<file path="src/hdl/zsbi_pkg.sv">
// Shared types, constants and helpers for the zlib stored-block inflater.
// No dependencies; imported by zsbi_adler, zlib_stored_block_inflater and tb_top.
`default_nettype none

package zsbi_pkg;

    localparam int unsigned IN_W      = 8;
    localparam int unsigned OUT_W     = 16;
    localparam int unsigned STATUS_W  = 4;
    localparam logic [16:0] ADLER_MOD = 17'd65521;

    localparam logic [3:0] CM_DEFLATE  = 4'h8;
    localparam logic [3:0] CINFO_MAX   = 4'h7;
    localparam int unsigned FDICT_BIT  = 5;

    typedef enum logic [STATUS_W-1:0] {
        ST_OK        = 4'd0,
        ST_DONE      = 4'd1,
        ST_METHOD    = 4'd2,
        ST_WINDOW    = 4'd3,
        ST_FCHECK    = 4'd4,
        ST_DICT      = 4'd5,
        ST_BTYPE     = 4'd6,
        ST_NLEN      = 4'd7,
        ST_CHECKSUM  = 4'd8,
        ST_AFTER_END = 4'd9,
        ST_RESERVED  = 4'd10
    } status_t;

    typedef struct packed {
        logic       init;
        logic       add;
        logic [7:0] data;
    } adler_ctl_t;

    // 2^5 == 1 mod 31: fold 5-bit digits, then the residue is 0 iff sum is 0 or 31
    function automatic logic mult_of_31(input logic [15:0] w);
        logic [6:0] s1;
        logic [5:0] s2;
        s1 = 7'(w[4:0]) + 7'(w[9:5]) + 7'(w[14:10]) + 7'(w[15]);
        s2 = 6'(s1[4:0]) + 6'(s1[6:5]);
        return (s2 == 6'd0) || (s2 == 6'd31);
    endfunction

endpackage

`default_nettype wire

</file>
<file path="src/hdl/zsbi_adler.sv">
// Adler-32 accumulator: one byte per cycle while ctl.add is set, modulo 65521 by conditional subtract.
// Depends on zsbi_pkg.
`default_nettype none

module zsbi_adler (
    input  wire logic                 aclk,
    input  wire logic                 aresetn,
    input  wire zsbi_pkg::adler_ctl_t ctl,
    output logic [31:0]               sum
);
    import zsbi_pkg::*;

    logic [15:0] sum_low_reg,  sum_low_next;
    logic [15:0] sum_high_reg, sum_high_next;
    logic [16:0] a_raw, h_raw;
    logic [15:0] a_mod;

    always_comb begin
        a_raw = 17'(sum_low_reg) + 17'(ctl.data);
        a_mod = (a_raw >= ADLER_MOD) ? 16'(a_raw - ADLER_MOD) : a_raw[15:0];
        h_raw = 17'(sum_high_reg) + 17'(a_mod);
        sum_low_next  = sum_low_reg;
        sum_high_next = sum_high_reg;
        if (ctl.init) begin
            sum_low_next  = 16'd1;
            sum_high_next = 16'd0;
        end else if (ctl.add) begin
            sum_low_next  = a_mod;
            sum_high_next = (h_raw >= ADLER_MOD) ? 16'(h_raw - ADLER_MOD) : h_raw[15:0];
        end
    end

    always_ff @(posedge aclk) begin
        if (!aresetn) begin
            sum_low_reg  <= 16'd1;
            sum_high_reg <= 16'd0;
        end else begin
            sum_low_reg  <= sum_low_next;
            sum_high_reg <= sum_high_next;
        end
    end

    assign sum = {sum_high_reg, sum_low_reg};

    a_low_range: assert property (@(posedge aclk) disable iff (!aresetn)
        17'(sum_low_reg) < ADLER_MOD)
        else $error("adler low half out of range");

    a_high_range: assert property (@(posedge aclk) disable iff (!aresetn)
        17'(sum_high_reg) < ADLER_MOD)
        else $error("adler high half out of range");

    a_init: assert property (@(posedge aclk) disable iff (!aresetn)
        ctl.init |=> (sum_low_reg == 16'd1) && (sum_high_reg == 16'd0))
        else $error("adler init not applied");

endmodule

`default_nettype wire

</file>
<file path="src/hdl/zlib_stored_block_inflater.sv">
// zlib stored-block inflater: parses header, stored blocks and Adler-32 trailer.
// One result word per input word, loaded into the result register on acceptance.
// Throughput: one byte per cycle; s_tready drops only while the result register is full
// and not being taken. Reset (aresetn low, synchronous) returns the parser to the first
// header byte, empties the result register and sets Adler-32 to its start value.
// Depends on zsbi_pkg and zsbi_adler.
`default_nettype none

module zlib_stored_block_inflater (
    input  wire logic                        aclk,
    input  wire logic                        aresetn,
    input  wire logic                        s_tvalid,
    output logic                             s_tready,
    input  wire logic [zsbi_pkg::IN_W-1:0]   s_tdata,   // [7:0] in_byte
    output logic                             m_tvalid,
    input  wire logic                        m_tready,
    output logic [zsbi_pkg::OUT_W-1:0]       m_tdata    // [0] data_valid, [8:1] data_byte,
                                                        // [12:9] status, [15:13] zero
);
    import zsbi_pkg::*;

    typedef enum logic [2:0] {
        PH_HDR1    = 3'd0,
        PH_HDR2    = 3'd1,
        PH_BLKHDR  = 3'd2,
        PH_LEN     = 3'd3,
        PH_DATA    = 3'd4,
        PH_TRAILER = 3'd5,
        PH_END     = 3'd6
    } phase_t;

    phase_t      phase_reg,    phase_next;
    logic [1:0]  idx_reg,      idx_next;
    logic [7:0]  cmf_reg,      cmf_next;
    logic        final_reg,    final_next;
    logic [15:0] blen_reg,     blen_next;
    logic [7:0]  nlen_lo_reg,  nlen_lo_next;
    logic [15:0] copied_reg,   copied_next;
    logic [31:0] expect_reg,   expect_next;
    logic        m_tvalid_reg;
    logic [OUT_W-1:0] m_tdata_reg;

    logic        accept;
    logic [7:0]  b;
    logic        dv;
    logic [7:0]  db;
    status_t     st;
    logic [31:0] acc;
    logic [15:0] nlen;
    logic [15:0] copied_inc;
    logic [31:0] adler_sum;
    adler_ctl_t  actl;

    assign s_tready = !m_tvalid_reg || m_tready;
    assign accept   = s_tvalid && s_tready;
    assign b        = s_tdata;
    assign acc      = {expect_reg[23:0], b};
    assign nlen     = {b, nlen_lo_reg};
    assign copied_inc = copied_reg + 16'd1;

    always_comb begin
        phase_next   = phase_reg;
        idx_next     = idx_reg;
        cmf_next     = cmf_reg;
        final_next   = final_reg;
        blen_next    = blen_reg;
        nlen_lo_next = nlen_lo_reg;
        copied_next  = copied_reg;
        expect_next  = expect_reg;
        dv           = 1'b0;
        db           = 8'd0;
        st           = ST_OK;
        actl.init    = 1'b0;
        actl.add     = 1'b0;
        actl.data    = b;
        unique case (phase_reg)
            PH_HDR1: begin
                if (b[3:0] != CM_DEFLATE) begin
                    st = ST_METHOD;
                end else if (b[7:4] > CINFO_MAX) begin
                    st = ST_WINDOW;
                end else begin
                    cmf_next   = b;
                    actl.init  = 1'b1;
                    phase_next = PH_HDR2;
                end
            end
            PH_HDR2: begin
                if (!mult_of_31({cmf_reg, b})) begin
                    st = ST_FCHECK;
                end else if (b[FDICT_BIT]) begin
                    st = ST_DICT;
                end else begin
                    phase_next = PH_BLKHDR;
                end
            end
            PH_BLKHDR: begin
                if (b[2:1] != 2'b00) begin
                    st = ST_BTYPE;
                end else begin
                    final_next   = b[0];
                    idx_next     = 2'd0;
                    blen_next    = 16'd0;
                    nlen_lo_next = 8'd0;
                    copied_next  = 16'd0;
                    phase_next   = PH_LEN;
                end
            end
            PH_LEN: begin
                unique case (idx_reg)
                    2'd0: begin
                        blen_next = {8'd0, b};
                        idx_next  = 2'd1;
                    end
                    2'd1: begin
                        blen_next = {b, blen_reg[7:0]};
                        idx_next  = 2'd2;
                    end
                    2'd2: begin
                        nlen_lo_next = b;
                        idx_next     = 2'd3;
                    end
                    default: begin
                        if (~nlen != blen_reg) begin
                            st = ST_NLEN;
                        end else begin
                            idx_next    = 2'd0;
                            copied_next = 16'd0;
                            if (blen_reg == 16'd0) begin
                                phase_next  = final_reg ? PH_TRAILER : PH_BLKHDR;
                                expect_next = 32'd0;
                            end else begin
                                phase_next = PH_DATA;
                            end
                        end
                    end
                endcase
            end
            PH_DATA: begin
                dv          = 1'b1;
                db          = b;
                actl.add    = 1'b1;
                copied_next = copied_inc;
                if (copied_inc >= blen_reg) begin
                    phase_next  = final_reg ? PH_TRAILER : PH_BLKHDR;
                    idx_next    = 2'd0;
                    expect_next = 32'd0;
                end
            end
            PH_TRAILER: begin
                if (idx_reg != 2'd3) begin
                    expect_next = acc;
                    idx_next    = idx_reg + 2'd1;
                end else if (acc != adler_sum) begin
                    st = ST_CHECKSUM;
                end else begin
                    expect_next = acc;
                    phase_next  = PH_END;
                    st          = ST_DONE;
                end
            end
            default: begin
                st = ST_AFTER_END;
            end
        endcase
        if (!accept) begin
            actl.init = 1'b0;
            actl.add  = 1'b0;
        end
    end

    zsbi_adler u_adler (
        .aclk    (aclk),
        .aresetn (aresetn),
        .ctl     (actl),
        .sum     (adler_sum)
    );

    always_ff @(posedge aclk) begin
        if (!aresetn) begin
            phase_reg    <= PH_HDR1;
            idx_reg      <= 2'd0;
            cmf_reg      <= 8'd0;
            final_reg    <= 1'b0;
            blen_reg     <= 16'd0;
            nlen_lo_reg  <= 8'd0;
            copied_reg   <= 16'd0;
            expect_reg   <= 32'd0;
            m_tvalid_reg <= 1'b0;
        end else begin
            if (accept) begin
                phase_reg   <= phase_next;
                idx_reg     <= idx_next;
                cmf_reg     <= cmf_next;
                final_reg   <= final_next;
                blen_reg    <= blen_next;
                nlen_lo_reg <= nlen_lo_next;
                copied_reg  <= copied_next;
                expect_reg  <= expect_next;
                m_tdata_reg <= {3'd0, st, db, dv};
            end
            if (accept) begin
                m_tvalid_reg <= 1'b1;
            end else if (m_tready) begin
                m_tvalid_reg <= 1'b0;
            end
        end
    end

    assign m_tvalid = m_tvalid_reg;
    assign m_tdata  = m_tdata_reg;

    a_data_ok: assert property (@(posedge aclk) disable iff (!aresetn)
        m_tvalid && m_tdata[0] |-> m_tdata[12:9] == ST_OK)
        else $error("data word carries non-ok status");

    a_data_len: assert property (@(posedge aclk) disable iff (!aresetn)
        phase_reg == PH_DATA |-> copied_reg < blen_reg)
        else $error("data phase with no bytes left");

    a_end_sum: assert property (@(posedge aclk) disable iff (!aresetn)
        phase_reg == PH_END |-> expect_reg == adler_sum)
        else $error("ended with mismatched checksum");

    a_hold_state: assert property (@(posedge aclk) disable iff (!aresetn)
        !accept |=> $stable(phase_reg) && $stable(copied_reg))
        else $error("parser state moved without an input word");

endmodule

`default_nettype wire

</file>
<file path="config.mk">
export PLATFORM = sky130hd
export DESIGN_NAME = zlib_stored_block_inflater
export DESIGN_NICKNAME = d
export VERILOG_FILES = /design/src/hdl/zsbi_pkg.sv /design/src/hdl/zsbi_adler.sv /design/src/hdl/zlib_stored_block_inflater.sv
export SDC_FILE = /design/constraint.sdc
export NUM_CORES = 1
export LEC_CHECK = 0
export ABC_AREA = 0
export BUFFER_PORTS_ARGS = -buffer_cell sky130_fd_sc_hd__buf_2
export CAP_MARGIN = 10
export CORE_MARGIN = 5
export CORE_UTILIZATION = 35
export CTS_CLUSTER_DIAMETER = 50
export DETAILED_ROUTE_END_ITERATION = 8
export GPL_TIMING_DRIVEN = 0
export SLEW_MARGIN = 20
export SYNTH_ARGS = -nofsm -noshare
export SYNTH_HDL_FRONTEND = slang
export SYNTH_SLANG_ARGS = --single-unit
</file>
<file path="constraint.sdc">
create_clock -name aclk -period 17.25 [get_ports aclk]
set_input_delay 2.5875 -clock aclk [delete_from_list [all_inputs] [get_ports aclk]]
set_output_delay 2.5875 -clock aclk [all_outputs]
set_load 0.05 [all_outputs]
</file>
==> flow_summary.ini <==
[outcome]
status = finished, final reports clean

[routing]
vias_per_inst = 5.39
routed-via-count = 8028
wl_um = 25600
ant_nets = 0
drcViolationCount = 0
drt_first_iter_violations = 655
routed_wire_length_per_instance_um = 17.2
dr_wl_met2_um = 11200
met3WireLength_um = 1100
top_layer_used = met4
firstDrtPassIters = 5
routedLengthMet1_um = 12900

[power_and_ir_drop]
peakVddDrop_v = 0.0000760
leakage_dissipation_uw = 0.00437
cellPowerDensity_nw_per_um2 = 74.0

[worst_setup_path]
cp-endpoint = u_adler.sum_high_reg[11]
minimum_setup_slack_among_reg_to_reg_paths_ps = 11160
worst-endpoint-arrival_ps = 8720
crit_path_start_kind = input port
endpoint_of_the_worst_register_to_register_path = u_adler.sum_high_reg[11]
r2r_cells = 24
critical_setup_path_class = input port to flip-flop
end_kind = flip-flop
r2r-start = u_adler.sum_low_reg[0]
worst-path-max-fanout = 10
critical_path_required_ps = 17530
start_point_of_the_critical_path = s_tdata[1]

[cts]
clock_insertion_delay_worst_skew_ps = 420
cts_root_buf = sky130_fd_sc_hd__clkbuf_16
cts_resized = 0
total_clock_buffers_created_by_cts = 17
cts_num_sinks = 124
cts.clk_slew.worst_paths_ps = 60
clock_tree.buffer_depth = 2
post_cts_buffers = 0
cts_hold_buffers = 0
tritoncts_clock_tree = built
cts_max_level = 4

[synth]
muxShareOfSynthArea_pct = 3.80
number_of_flops_mapped_to_enable_cells_by_yosys = 13
post_synth_instance_area_um2 = 9030
synth_adder_area_share_pct = 10.6
synth_seq_cells = 124
xor_and_xnor_fraction_of_the_mapped_netlist_area_pct = 9.50
ys_warn_count = 0
ys_seq_area_share_pct = 28.9
yosys.area_share.simple_pct = 24.1
synth.distinct_cells = 80
postSynthAreaPerCell_um2 = 8.21
compound_cell_area_share_of_the_yosys_netlist_pct = 18.2
syn-instance-count = 1099
largest_family_of_logic_cells_by_synthesized_area = simple AND/OR/NAND/NOR gates
synth-async-reset-ratio_pct = 0
synth_top_flop_cell = sky130_fd_sc_hd__dfxtp_1

[floorplanning]
die_area_um2 = 29100
row_count = 58
floorplan.die.height_um = 171
core-area_um2 = 25300
die_w_um = 171
floorplan.initialDensity_pct = 35.7
io_pins = 30

[global_routing]
global_route_wire_length_before_repair_um = 41400
antenna_found_initial = 0
global_route.usage.total_pct = 17.7
grt_max_degree = 17
overflow = 0
via_count_of_the_first_global_routing_pass = 7578

[sta]
rsz0062_at_grt = false
finalSetupViolations = 0
post-route-period-util_pct = 48.9
worst_slew_margin_rel_pct = 40.1
finalClockSkew_ps = 8.26
setup_total_negative_slack_ps = 0
final_period_minus_worst_setup_slack_ps = 8440
timing.final.max_slew_violations = 0
clock.fmax_mhz = 118
worst_margin_pin_slew_ps = 891
timing.final.hold_violations = 0

[cells_and_area]
nNetsFinal = 1229
final_design_area_no_fill_um2 = 10200
insertedDiodeCount = 0
largest_register_ffs = 24
area.growth.synth_to_final_pct = 13.1
mostFrequentLayoutCell = sky130_fd_sc_hd__nor2_1
most-common-layout-cells = 116 x sky130_fd_sc_hd__nor2_1, 111 x sky130_fd_sc_hd__dfxtp_1, 84 x sky130_fd_sc_hd__a21oi_1
final_layout_size_suffix_gt1_share_pct = 9.49

[placed_design]
post-dp-hpwl_um = 19400
place_area_um2 = 9580
port_buffers = 26
place.gp.congestion = 0.919

[run]
number_of_maximum_capacitance_constraint_violations = 0

[hold_path]
worst_hold_path_type = flip-flop to flip-flop
==> report_power, final <==
part | switching (uW) | leakage (uW) | internal [uW]
registers | 1.03 | 0.00102 | 293
logic | 51.2 | 0.00305 | 23.1
clock network | 134 | 0.000308 | 253
total | 186 | 0.00437 | 570
==> cell families after synthesis <==
family	Yosys count
other	1
buffers and inverters	109
XOR/XNOR	97
AND/OR/NAND/NOR	417
multiplexers	34
flip-flops	124
AO/OA/AOI/OAI	246
adder cells (fa/ha/maj)	71
==> through the flow <==
| step | total power, uW | utilization [%] | setup WS (ps) | instances | hold WS [ps] |
|---|---|---|---|---|---|
| 2_1_floorplan | 353 | - | 9660 | 1101 | 437 |
| 6_report | 756 | 40.4 | 8810 | 1489 | 464 |
| 3_5_place_dp | 374 | 37.9 | 8500 | 1457 | 459 |
| 5_1_grt | 782 | 40.4 | 8410 | 1489 | 496 |
| 3_3_place_gp | 373 | 37.9 | 8470 | 1457 | 456 |
| 4_1_cts | 761 | 40.4 | 8900 | 1489 | 473 |
==> how the worst min path moves through the flow <==
stage | startpoint | endpoint | slack [ps] | cells after the start
6_report | cmf_reg[2] | cmf_reg[2] | 460 | 1
5_1_grt | cmf_reg[2] | cmf_reg[2] | 500 | 1
4_1_cts | cmf_reg[2] | cmf_reg[2] | 470 | 1
3_5_place_dp | cmf_reg[2] | cmf_reg[2] | 460 | 1
3_3_place_gp | copied_reg[15] | copied_reg[15] | 460 | 2
2_1_floorplan | cmf_reg[2] | cmf_reg[2] | 440 | 1
==> layer usage <==
layer,vias up,track usage [%]
li1,3999,-
met1,3789,26.0
met2,209,27.3
met3,31,2.63
met4,0,4.34
met5,-,0
==> cell usage after synthesis, types with 4 or more instances <==
cell type	number	area [um2]
sky130_fd_sc_hd__nand3_1	47	235
sky130_fd_sc_hd__xnor2_1	53	464
sky130_fd_sc_hd__clkbuf_1	49	184
sky130_fd_sc_hd__nand4_1	21	131
sky130_fd_sc_hd__mux2i_1	32	320
sky130_fd_sc_hd__nor2_1	116	435
sky130_fd_sc_hd__fa_1	9	180
sky130_fd_sc_hd__nor3b_1	4	30.0
sky130_fd_sc_hd__o211ai_1	6	45.0
sky130_fd_sc_hd__a21o_1	13	97.6
sky130_fd_sc_hd__buf_2	9	45.0
sky130_fd_sc_hd__buf_4	4	30.0
sky130_fd_sc_hd__inv_1	46	173
sky130_fd_sc_hd__nand2_1	72	270
sky130_fd_sc_hd__a211oi_1	8	60.1
sky130_fd_sc_hd__a22oi_1	11	82.6
sky130_fd_sc_hd__nand2b_1	19	119
sky130_fd_sc_hd__o21ai_1	5	25.0
sky130_fd_sc_hd__o21a_1	9	67.6
sky130_fd_sc_hd__a21oi_1	84	420
sky130_fd_sc_hd__xor2_1	43	377
sky130_fd_sc_hd__nor2b_1	13	81.3
sky130_fd_sc_hd__nor3_1	18	90.1
sky130_fd_sc_hd__nor4_2	6	75.1
sky130_fd_sc_hd__nor4_1	13	81.3
sky130_fd_sc_hd__or3_1	6	37.5
sky130_fd_sc_hd__or2_2	7	43.8
sky130_fd_sc_hd__o21ai_0	46	230
sky130_fd_sc_hd__a31oi_1	7	43.8
sky130_fd_sc_hd__and3_1	51	319
sky130_fd_sc_hd__ha_1	62	776
sky130_fd_sc_hd__dfxtp_1	111	2220
sky130_fd_sc_hd__o21ba_1	4	40.0
sky130_fd_sc_hd__edfxtp_1	13	390
sky130_fd_sc_hd__and2_1	6	37.5
sky130_fd_sc_hd__a211oi_2	4	50.1
==> final cells by class <==
cell class / instances / area (um2)
timing repair buffer: 26 / 130
sequential: 124 / 2610
inverter: 46 / 173
clock buffer: 21 / 472
buffer: 63 / 270
clock inverter: 11 / 164
tap: 330 / 413
multi-input combinational: 868 / 5980
fill: 2613 / 15000
==> critical path: stages <==
cell and delay [ps]:
sky130_fd_sc_hd__buf_2 140, sky130_fd_sc_hd__clkbuf_1 390, sky130_fd_sc_hd__inv_1 240, sky130_fd_sc_hd__fa_1 490
sky130_fd_sc_hd__nor2b_1 130, sky130_fd_sc_hd__o21a_1 160, sky130_fd_sc_hd__o31a_1 190, sky130_fd_sc_hd__o21ai_0 180
sky130_fd_sc_hd__mux2i_1 250, sky130_fd_sc_hd__nor4b_2 610, sky130_fd_sc_hd__or2_2 250, sky130_fd_sc_hd__nand2_1 70
sky130_fd_sc_hd__xnor2_1 180, sky130_fd_sc_hd__ha_1 320, sky130_fd_sc_hd__buf_4 150, sky130_fd_sc_hd__nand2_1 110
sky130_fd_sc_hd__nor4_2 500, sky130_fd_sc_hd__nor3_1 100, sky130_fd_sc_hd__a211oi_1 450, sky130_fd_sc_hd__and4_1 340
sky130_fd_sc_hd__a41oi_4 220, sky130_fd_sc_hd__buf_6 220, sky130_fd_sc_hd__nor3b_2 190, sky130_fd_sc_hd__xnor2_1 150
sky130_fd_sc_hd__a21oi_1 90
Power figures use the tool's default switching activity.
